File: config.mk
export PLATFORM = sky130hd
export DESIGN_NAME = pls_geom
export DESIGN_NICKNAME = d
export VERILOG_FILES = /design/src/rtl/pls_pkg.sv /design/src/rtl/pls_geom.sv
export SDC_FILE = /design/constraint.sdc
export NUM_CORES = 2
export LEC_CHECK = 0
export BUFFER_PORTS_ARGS = -buffer_cell sky130_fd_sc_hd__clkbuf_2
export CORE_ASPECT_RATIO = 2
export CORE_MARGIN = 8
export CORE_UTILIZATION = 25
export CTS_CLUSTER_SIZE = 30
export DETAILED_ROUTE_END_ITERATION = 16
export GPL_TIMING_DRIVEN = 0
export PLACE_DENSITY = 0.44
export SETUP_SLACK_MARGIN = 0.05
export SYNTH_ARGS = -nofsm -noshare
export SYNTH_HDL_FRONTEND = slang
export SYNTH_SLANG_ARGS = --single-unit
File: constraint.sdc
create_clock -name clk -period 17.7 [get_ports clk]
set_input_delay 0 -clock clk [delete_from_list [all_inputs] [get_ports clk]]
set_output_delay 0 -clock clk [all_outputs]
set_load 0.05 [all_outputs]
File: src/rtl/pls_pkg.sv
`default_nettype none
package pls_pkg;
	localparam int CFB = 4;
	localparam int KFB = 40;
	localparam int CW = 20;
	localparam int DW = CW + 1;
	localparam int AW = CW;
	localparam int SQW = 2 * AW;
	localparam int D2W = SQW + 1;
	localparam int RW = 12;
	localparam int RQW = RW + CFB;
	localparam int RQ2W = 2 * RQW;
	localparam int KW = 48;
	localparam int KH = KW / 2;
	localparam int CLRW = 32;
	localparam int CHW = 8;
	localparam int NCH = 3;
	localparam int T1W = KW + RQW - CFB;
	localparam int T2W = KW + RQ2W - 2 * CFB;
	localparam int SUMW = T2W + 1;
	localparam int DENW = 64;
	localparam int DH = DENW / 2;
	localparam int DPW = RQW + DENW;
	localparam int NUMW = CHW + RQW;
	localparam int NW = NUMW + KFB;
	localparam int QW = CHW;
	localparam int CMPW = DPW + QW;
	localparam int IDXW = 3;
	localparam int CFGW = KW;

	localparam logic [SUMW-1:0] DEN_CAP = SUMW'(1) << (DENW - 1);
	localparam logic [CHW-1:0] CH_MAX = '1;

	typedef enum logic [IDXW-1:0] {
		REG_LIGHT_X       = 3'd0,
		REG_LIGHT_Y       = 3'd1,
		REG_LIGHT_RADIUS  = 3'd2,
		REG_FALLOFF_CONST = 3'd3,
		REG_FALLOFF_LIN   = 3'd4,
		REG_FALLOFF_QUAD  = 3'd5,
		REG_LIGHT_COLOR   = 3'd6
	} reg_idx_t;

	typedef struct packed {
		logic valid;
		logic lit;
	} ctl_t;
endpackage
`default_nettype wire

File: src/rtl/pls_geom.sv
`default_nettype none
module pls_geom (
	input  wire logic                            clk,
	input  wire logic                            arst_n,
	input  wire logic                            en,
	input  wire logic                            in_valid,
	input  wire logic signed [pls_pkg::CW-1:0]   px,
	input  wire logic signed [pls_pkg::CW-1:0]   py,
	input  wire logic signed [pls_pkg::CW-1:0]   lx,
	input  wire logic signed [pls_pkg::CW-1:0]   ly,
	input  wire logic [pls_pkg::RQ2W-1:0]        rq_sq,
	output pls_pkg::ctl_t                        ctl,
	output logic [pls_pkg::RQ2W-1:0]             d2
);
	logic v_s1, v_s2, v_s3;
	pls_pkg::ctl_t ctl_s4;
	logic signed [pls_pkg::DW-1:0] dx_s1, dy_s1;
	logic [pls_pkg::AW-1:0] ax_s2, ay_s2;
	logic [pls_pkg::SQW-1:0] sx_s3, sy_s3;
	logic [pls_pkg::RQ2W-1:0] d2_s4;
	logic [pls_pkg::DW-1:0] nx, ny;
	logic [pls_pkg::D2W-1:0] sum;

	assign nx = -dx_s1;
	assign ny = -dy_s1;
	assign sum = pls_pkg::D2W'(sx_s3) + pls_pkg::D2W'(sy_s3);

	always_ff @(posedge clk or negedge arst_n) begin
		if (!arst_n) begin
			v_s1   <= 1'b0;
			v_s2   <= 1'b0;
			v_s3   <= 1'b0;
			ctl_s4 <= '0;
		end else if (en) begin
			v_s1 <= in_valid;
			v_s2 <= v_s1;
			v_s3 <= v_s2;
			ctl_s4.valid <= v_s3;
			ctl_s4.lit   <= sum <= pls_pkg::D2W'(rq_sq);
		end
	end

	always_ff @(posedge clk) begin
		if (en) begin
			dx_s1 <= pls_pkg::DW'(lx) - pls_pkg::DW'(px);
			dy_s1 <= pls_pkg::DW'(ly) - pls_pkg::DW'(py);
			ax_s2 <= dx_s1[pls_pkg::DW-1] ? nx[pls_pkg::AW-1:0] : dx_s1[pls_pkg::AW-1:0];
			ay_s2 <= dy_s1[pls_pkg::DW-1] ? ny[pls_pkg::AW-1:0] : dy_s1[pls_pkg::AW-1:0];
			sx_s3 <= ax_s2 * ax_s2;
			sy_s3 <= ay_s2 * ay_s2;
			d2_s4 <= sum[pls_pkg::RQ2W-1:0];
		end
	end

	assign ctl = ctl_s4;
	assign d2 = d2_s4;
endmodule
`default_nettype wire

==> metrics.yaml <==
outcome: "finished clean"
synthDominantCellAreaShare: 0.333
finalCritPeriodShare: 0.535
synth_edf_count: 192
die_w_um: 275
grt_max_degree: 90
ys_ff_latch: 197
io_buffers: 149
setup_viol: 0
yosysTopAreaCell: "fa_1"
cts_buffers: 25
required_ns: 17.97
gr-usage-all-layers: 0.142
period_minus_slack_ns: 9.46
drt-total-wl_um: 101000
wl_per_cell_um: 18.8
drt-initial-drc-count: 758
hp-class: "input pin to flip-flop"
place.gp.congestion: 0.865
synth_warnings: 0
fillers: 14300
hold_viol: 0
fp.dieH_um: 534
start_util: 0.251
syn2layout_area_growth_pct: 12.9
async_reset_ff_frac: 0.0254
clockBufferDepth: 3
syn_area_um2: 33500
syn_inst: 3410
ant_nets: 0
min_to: "dx_s1[4]"
synth_cell_type_count: 59
rsz0062_at_grt: "no"
layout-drive-gt1-share: 0.0563
first_global_vias: 27200
tightest_slew_ns: 0.986
crit_path_start_kind: "flip-flop"
clock.fmax_ghz: 0.106
grt_overflow_total: 0
r2r-start: "ay_s2[10]"
clock-sinks: 197
multi_input_area_um2: 24400
arrival_ns: 9.74
floorplan.die_area_um2: 147000
synthesis.nets: 4503
holdBufCountCts: 65
critPathKind: "flip-flop to flip-flop"
grt_pass1_wl_um: 156000
reg2reg_slack_ns: 8.24
yosysMostFrequentCell: "inv_1"
synthTopCellsByCount: "inv_1, fa_1, ha_1"
viasPerCell: 4.37
antenna_found_initial: 5
core_area_um2: 134000
clkLatencyLatePin_ns: 0.55
post_cts_resized: 0
ff2ff_path_depth: 27
htreeDepth: 4
slew_violations: 0
setup-tns-final_ns: 0
drcViolationCount: 0
avgSynthCellArea_um2: 9.83
io_pins: 150
cts_tree: "built"
r2r_end: "sy_s3[39]"
relSlewSlack: 0.343
worstSetupEndpointType: "flip-flop"
min_from: "lx[4]"
regArea_um2: 5890
holdPathStages: 4
path_clk_slew_ns: 0.09
dp_hpwl_um: 88700
crit_fanout: 10
dr.pass1.iters: 5
ys_seq_area_frac: 0.176
vias: 23600
postCtsSetupRepairBufs: 0
ys_top_cells_by_area: "fa_1, edfxtp_1, ha_1"
fin_worst_skew_ns: 0.0323
cts_root_buf: "clkbuf_16"
nets: 4746
ys.flop_type: "edfxtp_1"
cap_viol_max_count: 0
rows: 190
==> logic make-up (layout without fill, tap and decap cells) <==
kind of cell / count (synthesis) / after routing / synth area share
xor+xnor: 192 / 192 / 0.0501
buf+inv: 872 / 1119 / 0.0976
flops: 197 / 197 / 0.176
other cells: 0 / 3 / 0
simple gates: 771 / 771 / 0.109
mux: 6 / 6 / 0.00201
compound gates: 394 / 394 / 0.0758
fa+ha+maj: 978 / 978 / 0.490
==> per-stage QoR <==
step	utilization	worst slack, ns	hold WS, ns	instance area (um2)	cells
6_report	0.283	8.24	0.0118	37900	5388
5_1_grt	0.283	7.81	0.0488	37800	5386
4_1_cts	0.283	8.06	0.00284	37800	5385
3_5_place_dp	0.273	8.12	-0.175	36500	5289
3_3_place_gp	0.273	8.18	-0.175	36400	5287
2_1_floorplan	-	10.26	-0.296	33500	3410
==> sequential cells by signal, indices dropped and copies added, names as in the netlist <==
name / count
sx_s3: 39
ay_s2: 20
v_s2: 1
d2: 32
dx_s1: 21
v_s1: 1
ax_s2: 20
v_s3: 1
ctl: 2
sy_s3: 39
dy_s1: 21
==> critical path, cell delays in order, from the launching register on <==
cell      delay, ns
edfxtp_1       0.52
clkbuf_1       0.65
clkbuf_1       0.80
nand2_1        0.16
fa_1           0.56
inv_1          0.07
fa_1           0.48
fa_1           0.55
fa_1           0.53
inv_1          0.06
fa_1           0.52
inv_1          0.05
fa_1           0.47
inv_1          0.05
fa_1           0.50
inv_1          0.07
ha_1           0.35
a21o_1         0.18
a21o_1         0.17
a211oi_1       0.33
nand3_1        0.13
a311oi_1       0.41
o21bai_1       0.17
a21oi_1        0.44
o31a_1         0.27
o32ai_1        0.18
o41a_1         0.36
xnor2_1        0.14
==> worst max-delay path by stage <==
stage | startpoint | endpoint
final | ay_s2[10] | sy_s3[39]
after global routing | ay_s2[10] | sy_s3[39]
after CTS | ay_s2[10] | sy_s3[39]
after detailed placement | ay_s2[10] | sy_s3[39]
after global placement | ay_s2[10] | sy_s3[39]
after floorplan | ay_s2[8] | sy_s3[39]
==> metal layers <==
metal	vias up	part of all wire	GRT usage
met4	0	0.057	0.0730
li1	11200	-	-
met5	-	0	0
met1	11800	0.33	0.132
met2	366	0.59	0.295
met3	179	0.021	0.0120
==> final cells by class <==
type	count	area share
well taps	1728	0.0571
inverters	785	0.0778
flip-flops and latches	197	0.156
diodes	3	0.000198
repair buffers	216	0.0386
plain buffers	87	0.00863
clock inverters	5	0.00159
clock buffers	26	0.0166
multi-input cells	2341	0.644
==> placed cells by master (no fill, tap or decap), types with 21 or more instances in the layout <==
cell type / count
edfxtp_1: 192
o21a_1: 21
nand3_1: 32
xor2_1: 50
clkbuf_2: 148
fa_1: 558
and2_1: 144
dlygate4sd3_1: 65
o21ai_0: 87
a21o_1: 58
nor2_1: 133
clkbuf_1: 87
nand2b_1: 21
nor3_1: 32
nor2b_1: 32
a21oi_1: 110
xnor2_1: 142
nand2_1: 312
inv_1: 785
ha_1: 419
clkbuf_16: 25
Power is left out: the tool's default activity adds up to more than one toggle a clock period on the data nets, which glitch-free logic cannot reach.
