**src/rtl/pls_pkg.sv**
```systemverilog
`default_nettype none
package pls_pkg;
	localparam int CFB = 4;
	localparam int KFB = 40;
	localparam int CW = 20;
	localparam int DW = CW + 1;
	localparam int AW = CW;
	localparam int SQW = 2 * AW;
	localparam int D2W = SQW + 1;
	localparam int RW = 12;
	localparam int RQW = RW + CFB;
	localparam int RQ2W = 2 * RQW;
	localparam int KW = 48;
	localparam int KH = KW / 2;
	localparam int CLRW = 32;
	localparam int CHW = 8;
	localparam int NCH = 3;
	localparam int T1W = KW + RQW - CFB;
	localparam int T2W = KW + RQ2W - 2 * CFB;
	localparam int SUMW = T2W + 1;
	localparam int DENW = 64;
	localparam int DH = DENW / 2;
	localparam int DPW = RQW + DENW;
	localparam int NUMW = CHW + RQW;
	localparam int NW = NUMW + KFB;
	localparam int QW = CHW;
	localparam int CMPW = DPW + QW;
	localparam int IDXW = 3;
	localparam int CFGW = KW;

	localparam logic [SUMW-1:0] DEN_CAP = SUMW'(1) << (DENW - 1);
	localparam logic [CHW-1:0] CH_MAX = '1;

	typedef enum logic [IDXW-1:0] {
		REG_LIGHT_X       = 3'd0,
		REG_LIGHT_Y       = 3'd1,
		REG_LIGHT_RADIUS  = 3'd2,
		REG_FALLOFF_CONST = 3'd3,
		REG_FALLOFF_LIN   = 3'd4,
		REG_FALLOFF_QUAD  = 3'd5,
		REG_LIGHT_COLOR   = 3'd6
	} reg_idx_t;

	typedef struct packed {
		logic valid;
		logic lit;
	} ctl_t;
endpackage
`default_nettype wire

```
**src/rtl/pls_cfg.sv**
```systemverilog
`default_nettype none
module pls_cfg (
	input  wire logic                        clk,
	input  wire logic                        arst_n,
	input  wire logic                        we,
	input  wire logic [pls_pkg::IDXW-1:0]    idx,
	input  wire logic [pls_pkg::CFGW-1:0]    wdata,
	output logic signed [pls_pkg::CW-1:0]    light_x,
	output logic signed [pls_pkg::CW-1:0]    light_y,
	output logic [pls_pkg::RQW-1:0]          rq,
	output logic [pls_pkg::RQ2W-1:0]         rq_sq,
	output logic [pls_pkg::KW-1:0]           k0,
	output logic [pls_pkg::KW-1:0]           k1,
	output logic [pls_pkg::KW-1:0]           k2,
	output logic [pls_pkg::CLRW-1:0]         color
);
	logic [pls_pkg::CW-1:0] lx_q, ly_q;
	logic [pls_pkg::RW-1:0] radius_q;
	logic [pls_pkg::KW-1:0] k0_q, k1_q, k2_q;
	logic [pls_pkg::CLRW-1:0] color_q;
	logic [pls_pkg::RQ2W-1:0] rq_sq_q;

	always_ff @(posedge clk or negedge arst_n) begin
		if (!arst_n) begin
			lx_q     <= '0;
			ly_q     <= '0;
			radius_q <= pls_pkg::RW'(500);
			k0_q     <= pls_pkg::KW'(48'd1319413953331);
			k1_q     <= pls_pkg::KW'(48'd549755814);
			k2_q     <= pls_pkg::KW'(48'd219902);
			color_q  <= '1;
			rq_sq_q  <= pls_pkg::RQ2W'(32'd64000000);
		end else begin
			rq_sq_q <= rq * rq;
			if (we) begin
				case (pls_pkg::reg_idx_t'(idx))
					pls_pkg::REG_LIGHT_X:       lx_q     <= wdata[pls_pkg::CW-1:0];
					pls_pkg::REG_LIGHT_Y:       ly_q     <= wdata[pls_pkg::CW-1:0];
					pls_pkg::REG_LIGHT_RADIUS:  radius_q <= wdata[pls_pkg::RW-1:0];
					pls_pkg::REG_FALLOFF_CONST: k0_q     <= wdata[pls_pkg::KW-1:0];
					pls_pkg::REG_FALLOFF_LIN:   k1_q     <= wdata[pls_pkg::KW-1:0];
					pls_pkg::REG_FALLOFF_QUAD:  k2_q     <= wdata[pls_pkg::KW-1:0];
					pls_pkg::REG_LIGHT_COLOR:   color_q  <= wdata[pls_pkg::CLRW-1:0];
					default: ;
				endcase
			end
		end
	end

	assign light_x = lx_q;
	assign light_y = ly_q;
	assign rq = {radius_q, pls_pkg::CFB'(0)};
	assign rq_sq = rq_sq_q;
	assign k0 = k0_q;
	assign k1 = k1_q;
	assign k2 = k2_q;
	assign color = color_q;
endmodule
`default_nettype wire

```
**config.mk**
```make
export PLATFORM = sky130hd
export DESIGN_NAME = pls_cfg
export DESIGN_NICKNAME = d
export VERILOG_FILES = /design/src/rtl/pls_pkg.sv /design/src/rtl/pls_cfg.sv
export SDC_FILE = /design/constraint.sdc
export NUM_CORES = 1
export LEC_CHECK = 0
export ABC_AREA = 0
export BUFFER_PORTS_ARGS = -buffer_cell sky130_fd_sc_hd__buf_2
export CAP_MARGIN = 20
export CORE_MARGIN = 4
export CORE_UTILIZATION = 35
export CTS_CLUSTER_SIZE = 30
export DETAILED_ROUTE_END_ITERATION = 12
export PLACE_DENSITY = 0.59
export SYNTH_ARGS = -nofsm -noshare
export SYNTH_HDL_FRONTEND = slang
export SYNTH_SLANG_ARGS = --single-unit
```
**constraint.sdc**
```tcl
create_clock -name clk -period 9.9 [get_ports clk]
set_input_delay 2.97 -clock clk [delete_from_list [all_inputs] [get_ports clk]]
set_output_delay 2.97 -clock clk [all_outputs]
set_load 0.005 [all_outputs]
```
==> impl_metrics.toml <==
[clock_network]
h-tree-depth = 1
hold_buffers = 0
cts_made_buffers = 30
root_buffer = "clkbuf_16"
cts.clk_slew.worst_paths_ns = 0.06
cts.path.max_buffers = 3
cts_tree = "done"
cts.repair.resized = 0
cts_sinks = 251
cts_setup_buffers = 0
clk_latency_ns = 0.56

[sta]
holdWs_ns = 0.478
slew_violations = 0
period_minus_slack_ns = 5.39
finalClockSkew_ns = 0.0141
relSlewSlack = 0.304
hold_viol = 0
rsz0062_at_grt = "no"
worst_pin_slew_ns = 1.04
setup_violations = 0
final.period_utilization = 0.544
setup-tns-final_ns = 0
fmax_ghz = 0.186

[hold_path]
whs_path_depth = 1
hold_end = "light_y[4]"
hp-class = "reg -> reg"
holdCritStartpoint = "light_y[4]"

[final_layout]
multiInputGateArea_mm2 = 0.00623
nNetsFinal = 1511
layout-drive-gt1-share = 0.509
layout_common_cells = "buf_2, mux2_2, dfrtp_1"
seq_area_mm2 = 0.00640
fillers = 3592
final_common_cell = "buf_2"
final_area_mm2 = 0.0165
fin_util = 0.438
area_growth_pct = 23.3

[power]
vdd_drop_max_v = 0.000333
p_leak_nw = 8.07
total_power_mw = 6.72
p_per_area_mw_per_mm2 = 408

[critical_path]
path_cells = "inv_1 -> nor2_1 -> inv_1 -> fa_1 -> inv_1 -> ha_1 -> a21oi_1 -> fa_1 -> inv_1 -> fa_1 -> inv_1 -> fa_1 -> inv_1 -> ha_1 -> nand2_1 -> nor2_1 -> a211oi_2 -> o31ai_4 -> and4_4 -> nor4_2"
cpPeakStageDelay_ns = 0.66
end_kind = "register"
regToRegEndpoint = "rq_sq[27]"
cpMostUsedCell = "inv_1"
cp_slowest_cell = "dfstp_2"
worst-setup-path-type = "reg -> reg"
cp_max_fo = 11
critPathLaunchType = "register"
arrival_ns = 5.85
rr_startpoint = "radius_q[8]"
required_ns = 10.36
ff2ff_setup_slack_ns = 4.51
r2r_cells = 20

[outcome]
status = "finished, final reports clean"

[synth]
synth-compound-area-share = 0.0306
synth-adder-area-share = 0.174
ys_seq_area_frac = 0.478
ys.flop_type = "dfrtp_1"
synth.avg_cell_area_um2 = 13.2
syn_area_mm2 = 0.0134
synth-edff-count = 0
syn_inst = 1014
synth_top_family_by_area = "multiplexers"
synthXorXnorAreaFrac = 0.0157
yosysWarnings = 0
ys_ff_latch = 251
synthArstFlopShare = 1.00
synth.area.mux_share = 0.189
synth_cell_types = 54
yosys.area_share.simple = 0.0514

[placement]
dpl_cell_area_mm2 = 0.0154
gp_congestion = 0.808
dp_hpwl_um = 24800
port_buffers = 304

[die]
die_x_um = 203
rows = 71
die_y_um = 203
fp.dieArea_mm2 = 0.0414
top_level_ports = 318
core_mm2 = 0.0377
start_util = 0.355

[grt]
grt_max_degree = 128
grt_usage = 0.165
grt_pass1_vias = 9536
grt.overflow.total = 0
grt_pass1_wl_um = 54600
antenna_found_initial = 1

[routing]
drt_first_pass_iters = 4
postRouteWirelength_um = 33900
wire_per_inst_um = 18.3
vias_per_cell = 4.62
via_count = 8570
drc = 0
drt-initial-drc-count = 282
antenna_left = 0

[run]
max_cap_viol_count = 0
==> per-layer routing <==
layer	global-route usage	share of wire	routed length (µm)	vias to the layer above
li1	-	-	-	3924
met1	0.209	0.41	14000	4355
met2	0.279	0.48	16400	239
met3	0.0498	0.073	2490	52
met4	0.0426	0.029	985	0
met5	0	0	0	-
==> registers in the layout, indices dropped and copies added (netlist names) <==
signal    cells
k2           48
radius_q     12
k1           48
light_x      20
light_y      20
rq_sq        23
color        32
k0           48
==> worst max-delay path, delay by kind of cell, from the launching register on <==
family / cells / cell delay [ns]
compound gates: 3 / 0.52
fa+ha+maj: 6 / 2.69
buf+inv: 6 / 0.47
flops: 1 / 0.66
simple gates: 5 / 0.94
==> synthesized netlist by cell type, drive strengths merged, types with 3 or more instances <==
master	number	area share
dfrtp	159	0.30
nor3b	3	0.0021
mux2	225	0.19
a21o	7	0.0040
and4	3	0.0023
nor2b	6	0.0028
ha	58	0.054
nand4	3	0.0014
o21ai	13	0.0051
a21oi	23	0.0094
nor3	5	0.0019
inv	140	0.039
nand2	42	0.012
nor4	3	0.0019
o211ai	3	0.0017
xor2	7	0.0046
and2	40	0.019
fa	80	0.12
xnor2	17	0.011
buf	37	0.017
nor2	7	0.0020
nand2b	4	0.0019
nand4b	3	0.0020
clkbuf	15	0.0042
dfstp	92	0.18
==> power by group <==
| part | switching, mW | leakage, nW | internal [mW] | total, mW |
|---|---|---|---|---|
| logic | 2.25 | 4.66 | 1.73 | 3.98 |
| clock network | 0.440 | 0.530 | 0.742 | 1.18 |
| registers | 0.154 | 2.88 | 1.40 | 1.56 |
| total | 2.84 | 8.07 | 3.88 | 6.72 |
==> worst max-delay path by stage <==
| stage | slack [ns] | endpoint | cells past startpoint | from |
|---|---|---|---|---|
| CTS | 4.51 | rq_sq[27] | 20 | radius_q[8] |
| global placement | 4.64 | rq_sq[27] | 18 | radius_q[6] |
| floorplan | 4.64 | rq_sq[27] | 19 | radius_q[6] |
| finish | 4.51 | rq_sq[27] | 20 | radius_q[8] |
| detailed placement | 4.52 | rq_sq[27] | 18 | radius_q[6] |
| global route | 4.19 | rq_sq[27] | 18 | radius_q[6] |
==> area by class of cell <==
type / count / area share
sequential: 251 / 0.388
multi-input combinational: 583 / 0.378
timing repair buffer: 313 / 0.0970
clock buffer: 44 / 0.0530
tap: 511 / 0.0388
inverter: 140 / 0.0319
clock inverter: 12 / 0.0131
antenna: 2 / 0.000304
==> metrics by stage <==
step	setup WS [ns]	instances
2_1_floorplan	4.64	1026
3_3_place_gp	4.64	1798
3_5_place_dp	4.52	1798
4_1_cts	4.51	1854
5_1_grt	4.19	1855
6_report	4.51	1856
==> cell families (layout without fill, tap and decap cells) <==
logic type                 count (synthesis)  count (layout)
and+or+nand+nor                          124             124
other                                      1              15
buffers and inverters                    192             509
adders and majority gates                138             138
xor gates and xnor gates                  24              24
muxes                                    225             225
AOI/OAI and AO/OA                         59              59
DFF                                      251             251
(Power assumes the default switching activity.)
