<file path="src/rtl/pls_pkg.sv">
`default_nettype none
package pls_pkg;
	localparam int CFB = 4;
	localparam int KFB = 40;
	localparam int CW = 20;
	localparam int DW = CW + 1;
	localparam int AW = CW;
	localparam int SQW = 2 * AW;
	localparam int D2W = SQW + 1;
	localparam int RW = 12;
	localparam int RQW = RW + CFB;
	localparam int RQ2W = 2 * RQW;
	localparam int KW = 48;
	localparam int KH = KW / 2;
	localparam int CLRW = 32;
	localparam int CHW = 8;
	localparam int NCH = 3;
	localparam int T1W = KW + RQW - CFB;
	localparam int T2W = KW + RQ2W - 2 * CFB;
	localparam int SUMW = T2W + 1;
	localparam int DENW = 64;
	localparam int DH = DENW / 2;
	localparam int DPW = RQW + DENW;
	localparam int NUMW = CHW + RQW;
	localparam int NW = NUMW + KFB;
	localparam int QW = CHW;
	localparam int CMPW = DPW + QW;
	localparam int IDXW = 3;
	localparam int CFGW = KW;

	localparam logic [SUMW-1:0] DEN_CAP = SUMW'(1) << (DENW - 1);
	localparam logic [CHW-1:0] CH_MAX = '1;

	typedef enum logic [IDXW-1:0] {
		REG_LIGHT_X       = 3'd0,
		REG_LIGHT_Y       = 3'd1,
		REG_LIGHT_RADIUS  = 3'd2,
		REG_FALLOFF_CONST = 3'd3,
		REG_FALLOFF_LIN   = 3'd4,
		REG_FALLOFF_QUAD  = 3'd5,
		REG_LIGHT_COLOR   = 3'd6
	} reg_idx_t;

	typedef struct packed {
		logic valid;
		logic lit;
	} ctl_t;
endpackage
`default_nettype wire

</file>
<file path="src/rtl/pls_isqrt.sv">
`default_nettype none
module pls_isqrt (
	input  wire logic                        clk,
	input  wire logic                        arst_n,
	input  wire logic                        en,
	input  wire pls_pkg::ctl_t               in_ctl,
	input  wire logic [pls_pkg::RQ2W-1:0]    in_d2,
	output pls_pkg::ctl_t                    ctl,
	output logic [pls_pkg::RQ2W-1:0]         d2,
	output logic [pls_pkg::RQW-1:0]          root
);
	localparam int N = pls_pkg::RQW;

	logic [pls_pkg::RQ2W-1:0] v_s [0:N];
	logic [pls_pkg::RQ2W-1:0] r_s [0:N];
	logic [pls_pkg::RQ2W-1:0] d2_s [0:N];
	pls_pkg::ctl_t ctl_s [0:N];

	assign v_s[0] = in_d2;
	assign r_s[0] = '0;
	assign d2_s[0] = in_d2;
	assign ctl_s[0] = in_ctl;

	for (genvar i = 0; i < N; i++) begin : g_step
		localparam logic [pls_pkg::RQ2W-1:0] BIT = pls_pkg::RQ2W'(1) << (2 * (N - 1 - i));
		logic [pls_pkg::RQ2W-1:0] t;
		assign t = r_s[i] + BIT;

		always_ff @(posedge clk or negedge arst_n) begin
			if (!arst_n) begin
				ctl_s[i+1] <= '0;
			end else if (en) begin
				ctl_s[i+1] <= ctl_s[i];
			end
		end

		always_ff @(posedge clk) begin
			if (en) begin
				d2_s[i+1] <= d2_s[i];
				if (v_s[i] >= t) begin
					v_s[i+1] <= v_s[i] - t;
					r_s[i+1] <= (r_s[i] >> 1) + BIT;
				end else begin
					v_s[i+1] <= v_s[i];
					r_s[i+1] <= r_s[i] >> 1;
				end
			end
		end
	end

	assign ctl = ctl_s[N];
	assign d2 = d2_s[N];
	assign root = r_s[N][pls_pkg::RQW-1:0];
endmodule
`default_nettype wire

</file>
<file path="config.mk">
export PLATFORM = sky130hd
export DESIGN_NAME = pls_isqrt
export DESIGN_NICKNAME = d
export VERILOG_FILES = /design/src/rtl/pls_pkg.sv /design/src/rtl/pls_isqrt.sv
export SDC_FILE = /design/constraint.sdc
export NUM_CORES = 1
export LEC_CHECK = 0
export ABC_AREA = 1
export BUFFER_PORTS_ARGS = -buffer_cell sky130_fd_sc_hd__buf_2
export CELL_PAD_IN_SITES_DETAIL_PLACEMENT = 0
export CELL_PAD_IN_SITES_GLOBAL_PLACEMENT = 1
export CORE_ASPECT_RATIO = 1.2
export CORE_MARGIN = 2
export CORE_UTILIZATION = 43
export CTS_CLUSTER_SIZE = 24
export DETAILED_ROUTE_END_ITERATION = 16
export HOLD_SLACK_MARGIN = 0.08
export PLACE_DENSITY_LB_ADDON = 0.1
export SLEW_MARGIN = 20
export SYNTH_ARGS = -nofsm -noshare
export SYNTH_HDL_FRONTEND = slang
export SYNTH_SLANG_ARGS = --single-unit
</file>
<file path="constraint.sdc">
create_clock -name clk -period 3.1 [get_ports clk]
set_clock_uncertainty 0.1 [all_clocks]
set_input_delay 0.155 -clock clk [delete_from_list [all_inputs] [get_ports clk]]
set_output_delay 0.155 -clock clk [all_outputs]
set_load 0.1 [all_outputs]
</file>
==> results.yml, run 1 <==
worst_setup_path:
  critical_path_required_ns: 3.39
  crit_type: "reg2reg"
  r2r_slack_ns: 0.33
  crit_path_start_kind: "register"
  cp-end-kind: "register"
  r2r-start: "v_s[202]"
  worst_r2r_path_depth: 11
  crit_start: "v_s[202]"
  critPathMaxFanout: 15
  critPathCapture: "v_s[179]"
  rr_endpoint: "v_s[179]"
  crit_arrival_ns: 3.06
flow_run:
  drv_cap: 0
synth:
  synth-main-ff-cell: "edfxtp_1"
  ys_seq_area_share_pct: 63.3
  yosys.area.top_type: "edfxtp_1"
  synth_edf_count: 888
  yosysWarningCount: 0
  ys_ff_latch: 920
  synthesis.area_mm2: 0.0434
  yosys-top-cells-area: "edfxtp_1 (61%), nand2_1 (9.7%), inv_1 (5.1%), ha_1 (4.3%), nor2_1 (3.2%)"
  synth_cell_types: 49
  syn_nets: 4318
  ys_async_sr_fraction_pct: 3.48
  synthCells: 4131
  syn_avg_cell_area_um2: 10.5
  synth_top_area_share_pct: 61.5
cells_and_area:
  drive_above_1_share_pct: 10.8
  fin_area_mm2: 0.0496
  nets: 4573
  syn_to_final_growth_pct: 14.3
  diodes: 0
  final_core_util_pct: 49.6
sta:
  max_freq_mhz: 361
  slew_headroom_pct: 48.7
  slew_viol_final: 0
  grt_setup_unrepaired: "false"
  timing.hold.ws_ns: 0.126
  fin_crit_ns: 2.77
  finalCritPeriodShare_pct: 89.2
  finalSetupTns_ns: 0
  finalWorstSetupSlack_ns: 0.333
  worst_pin_slew_ns: 0.763
  hold_viol: 0
  setup_violations: 0
clock_network:
  postCtsSetupRepairBufs: 0
  cts_tree: "built"
  clkSlewWorstSetupHoldPaths_ns: 0.06
  cts.sinks: 920
  clock_tree.buffer_depth: 3
  htreeDepth: 3
  cts-root-buf: "clkbuf_16"
  cts_buffers: 94
  cts.repair.resized: 0
  clkLatencyLatePin_ns: 0.69
run_status:
  status: "finished clean"
placed_design:
  io_buffers: 86
  dp_slack_ns: 0.308
  post-dp-hpwl_mm: 81.0
  place.gp.congestion: 0.869
  placed_cell_area_mm2: 0.0456
grt:
  antenna_found_initial: 0
  grt_pass1_wl_mm: 163
  grt_max_degree: 89
  grt-ovfl-total: 0
  grt_usage_pct: 20.6
  grt_pass1_vias: 28600
floorplanning:
  die-area_mm2: 0.103
  io-pin-count: 87
  die_h_um: 352
  start_util_pct: 43.4
  die_w_um: 294
  coreArea_mm2: 0.0999
  rows: 127
route:
  firstDrtPassIters: 5
  antenna_left: 0
  via_per_inst: 4.89
  post_drt_wl_per_cell_um: 18.4
  wirelength_mm: 106
  post-route-drc-count: 0
  via_count: 28100
  drt_iter0_drc: 1663
power_and_ir_drop:
  ir_drop_mv: 0.457
  p_per_area_mw_per_mm2: 677
  leakagePower_nw: 20.8
min_path:
  hp-class: "in2reg"
worst max-delay path, stage by stage (launching register included):
cell and delay, ns:
edfxtp_1 0.56, inv_1 0.17, ha_1 0.20, inv_1 0.12
a21oi_4 0.27, o21ai_2 0.12, nand2_1 0.12, nand2_1 0.09
nor2_4 0.36, inv_2 0.21, nand2_1 0.11, nand2_1 0.06
layout by cell type, fill, tap and decap left out, types with 7 or more instances in the layout:
cell and instances:
nand2_1 1121, edfxtp_1 888, inv_1 585, nor2_1 373, nand3_1 206, ha_1 150
a21oi_1 112, clkbuf_16 94, o21ai_0 86, buf_2 85, nand4_1 73, dlygate4sd3_1 68
xor2_1 62, a21oi_2 57, buf_4 51, nor3_1 43, xnor2_1 39, dfrtp_1 32
nand3b_1 31, o21ai_1 30, inv_2 22, o21ai_2 22, clkinv_2 22, nor4_1 21
nor2_2 20, or2_2 17, buf_12 17, clkinv_1 13, nand2_2 12, bufinv_16 12
clkbuf_1 11, o21bai_1 9, a21boi_0 7, nor2_4 7
report_power, final:
| part | switching (W) | leakage (nW) | internal (W) |
|---|---|---|---|
| clock network | 0.00500 | 1.58 | 0.00672 |
| registers | 0.000877 | 8.94 | 0.0152 |
| logic | 0.00381 | 10.3 | 0.00196 |
| total | 0.00969 | 20.8 | 0.0239 |
metal layers:
| layer | GRT usage [%] | routed length (µm) | part of all wire [%] |
|---|---|---|---|
| met2 | 37.9 | 55300 | 52 |
| met4 | 8.39 | 4320 | 4.1 |
| met5 | 0 | 0 | 0 |
| met1 | 24.1 | 43200 | 41 |
| met3 | 2.61 | 3020 | 2.9 |
synth_stat cells, types with 31 or more instances:
library cell / instances
nand3_1: 206
a21oi_2: 57
inv_1: 585
nand2_1: 1121
nor2_1: 373
nand4_1: 73
dfrtp_1: 32
xor2_1: 62
ha_1: 150
a21oi_1: 112
edfxtp_1: 888
xnor2_1: 39
o21ai_0: 86
nor3_1: 43
nand3b_1: 31
buf_4: 41
how the worst min path moves through the flow:
stage | slack (ns) | from | endpoint | cells past startpoint
5_1_grt | 0.12 | in_d2[30] | d2_s[510] | 2
3_5_place_dp | 0.15 | arst_n | ctl_s[22] | 1
2_1_floorplan | -0.24 | arst_n | ctl[0] | 0
3_3_place_gp | 0.16 | arst_n | ctl_s[24] | 1
4_1_cts | 0.09 | in_d2[30] | d2_s[510] | 2
6_report | 0.13 | in_d2[30] | d2_s[510] | 2
cells by family after synthesis:
kind of cell | Yosys count | synth area share, %
AOI/OAI and AO/OA | 337 | 4.76
xor gates and xnor gates | 101 | 2.04
adders and majority gates | 150 | 4.33
buffers and inverters | 674 | 6.46
DFF | 920 | 63.3
and+or+nand+nor | 1949 | 19.1
stage by stage:
step                power [W]  std cells
floorplan              0.0200       4131
global placement       0.0221       5511
detailed placement     0.0221       5511
CTS                    0.0340       5755
global route           0.0353       5755
finish                 0.0336       5755
registers in the layout (all words and copies together) (netlist names):
register / flops
ctl: 2
ctl_s: 30
d2: 32
d2_s: 240
r_s: 120
root: 16
v_s: 480
layout make-up:
class | count | area [µm²]
clock inverter | 68 | 837
fill | 9047 | 50300
sequential | 920 | 27500
multi-input combinational | 2537 | 13100
tap | 1290 | 1610
inverter | 611 | 2300
clock buffer | 107 | 2420
timing repair buffer | 222 | 1840
repair_timing:
action,in CTS,in global routing
endpoints found under the setup margin,0,0
hold buffers,69,0
hold endpoints to repair,98,0
Power figures use the tool's default switching activity.
==> inputs of run 2 (changes only) <==
BUFFER_PORTS_ARGS = -buffer_cell sky130_fd_sc_hd__clkbuf_2   (was -buffer_cell sky130_fd_sc_hd__buf_2)
==> run 2 against run 1 <==
Effect of this change:
- combinational power is 0.7% lower
- wire length is 0.99% lower
- cell count is 0.23% lower
- power is 1.1% lower
- sequential power hardly changed
- die area stayed put
- sequential share of layout area is 0.21 points higher
- final area is 0.38% lower
==> results.yml, run 2 (synthesized netlist as in run 1, its figures left out) <==
worst_setup_path:
  r2r-start: "r_s[78]"
  crit_path_start_kind: "register"
  crit_type: "reg2reg"
  r2r_slack_ns: 0.30
  crit_arrival_ns: 3.10
  critPathMaxFanout: 23
  critical_path_required_ns: 3.39
  crit_start: "r_s[78]"
  worst_r2r_path_depth: 11
  cp-end-kind: "register"
  rr_endpoint: "v_s[60]"
min_path:
  min_to: "v_s[500]"
  holdPathStages: 2
  hp-class: "in2reg"
  hold_start: "in_d2[20]"
floorplanning:
  coreArea_mm2: 0.0999
  rows: 127
  die_w_um: 294
  die-area_mm2: 0.103
  io-pin-count: 87
  start_util_pct: 43.4
  die_h_um: 352
route:
  via_count: 28100
  antenna_left: 0
  firstDrtPassIters: 7
  post_drt_wl_per_cell_um: 18.2
  via_per_inst: 4.89
  drt_iter0_drc: 1618
  post-route-drc-count: 0
  wirelength_mm: 105
grt:
  grt_max_degree: 99
  grt_pass1_vias: 28200
  antenna_found_initial: 1
  grt_usage_pct: 20.4
  grt-ovfl-total: 0
  grt_pass1_wl_mm: 161
run_status:
  status: "finished clean"
power_and_ir_drop:
  internal_power_w: 0.0236
  leakagePower_nw: 20.7
  p_per_area_mw_per_mm2: 672
  p_comb_share_pct: 17.3
  p_seq_share_pct: 48.4
  swShare_pct: 28.8
  p_clk_share_pct: 34.3
  ir_drop_mv: 0.471
  p_switching_w: 0.00957
cells_and_area:
  largest_reg_flops: 480
  diodes: 0
  fill_cells: 9175
  reg_top3: "v_s x480, d2_s x240, r_s x120"
  nets: 4564
  final_core_util_pct: 49.4
  drive_above_1_share_pct: 10.3
  final_cell_mix: "nand2_1 (1121), edfxtp_1 (888), inv_1 (585), nor2_1 (373), nand3_1 (206)"
  regMostFlops: "v_s"
  final_common_cell: "nand2_1"
  syn_to_final_growth_pct: 13.9
sta:
  finalWorstSetupSlack_ns: 0.296
  slew_headroom_pct: 42.7
  finalSetupTns_ns: 0
  fin_crit_ns: 2.80
  finalCritPeriodShare_pct: 90.5
  setup_violations: 0
  max_freq_mhz: 357
  hold_viol: 0
  slew_viol_final: 0
  worst_pin_slew_ns: 0.850
  timing.hold.ws_ns: 0.120
  grt_setup_unrepaired: "false"
clock_network:
  cts_tree: "built"
  postCtsSetupRepairBufs: 0
  clkSlewWorstSetupHoldPaths_ns: 0.06
  cts_buffers: 93
  ctsHoldBuffers: 68
  htreeDepth: 3
  clkLatencyLatePin_ns: 0.67
  clock_tree.buffer_depth: 3
  cts.repair.resized: 0
  cts-root-buf: "clkbuf_16"
  cts.sinks: 920
placed_design:
  io_buffers: 86
  post-dp-hpwl_mm: 80.5
  dp_slack_ns: 0.266
  place.gp.congestion: 0.889
flow_run:
  drv_cap: 0
==> run 2: changes by cell type in the layout (fill, tap and decap cells not counted), moves of 2 or more <==
cell,delta
clkinv_1,+9
bufinv_16,-2
clkinvlp_4,-2
clkbuf_2,+85
buf_4,-6
buf_2,-85
clkinv_2,-5
clkinv_4,-6
==> run 2: critical path: stages, from the launching register on <==
cell,delay (ns)
edfxtp_1,0.58
inv_1,0.10
ha_1,0.36
nand2_2,0.13
nor2_1,0.07
nand2_1,0.11
nor2_1,0.09
a21oi_2,0.25
nand4_2,0.27
inv_2,0.10
buf_4,0.34
a21oi_2,0.06
==> run 2: layout make-up <==
class / instances / area (µm²) / share of cell area, %
Clock buffer: 108 / 2410 / 4.88
Sequential cell: 920 / 27500 / 55.6
Timing Repair Buffer: 214 / 1770 / 3.58
Multi-Input combinational cell: 2537 / 13100 / 26.6
Tap cell: 1290 / 1610 / 3.27
Clock inverter: 62 / 731 / 1.48
Inverter: 611 / 2300 / 4.66
==> run 2: how the worst max path moves through the flow <==
stage               end  slack (ns)
2_1_floorplan  v_s[149]        1.07
3_3_place_gp    v_s[40]        0.24
3_5_place_dp    v_s[40]        0.27
4_1_cts         v_s[60]        0.30
5_1_grt         v_s[39]        0.17
6_report        v_s[60]        0.30
==> run 2: layer usage <==
metal	GRT usage [%]	vias to the layer above	routed length, µm	part of all wire, %
met4	8.69	0	4320	4.1
met1	23.8	13100	42400	40
met2	37.4	492	54800	52
li1	-	14300	-	-
met5	0	-	0	0
met3	2.35	177	3330	3.2
==> run 2: per-stage QoR <==
| stage | total power [W] | instance area, µm² | instances |
|---|---|---|---|
| finish | 0.0332 | 49400 | 5742 |
| CTS | 0.0336 | 49400 | 5742 |
| global placement | 0.0220 | 45600 | 5504 |
| global route | 0.0349 | 49400 | 5742 |
| detailed placement | 0.0220 | 45600 | 5504 |
| floorplan | 0.0200 | 43400 | 4131 |
==> run 2: power by group through the flow <==
stage	clock network, W	registers (W)	logic [W]
detailed placement	0	0.0163	0.00568
global route	0.0122	0.0162	0.00651
finish	0.0114	0.0161	0.00573
global placement	0	0.0164	0.00569
CTS	0.0117	0.0161	0.00578
floorplan	0	0.0159	0.00410
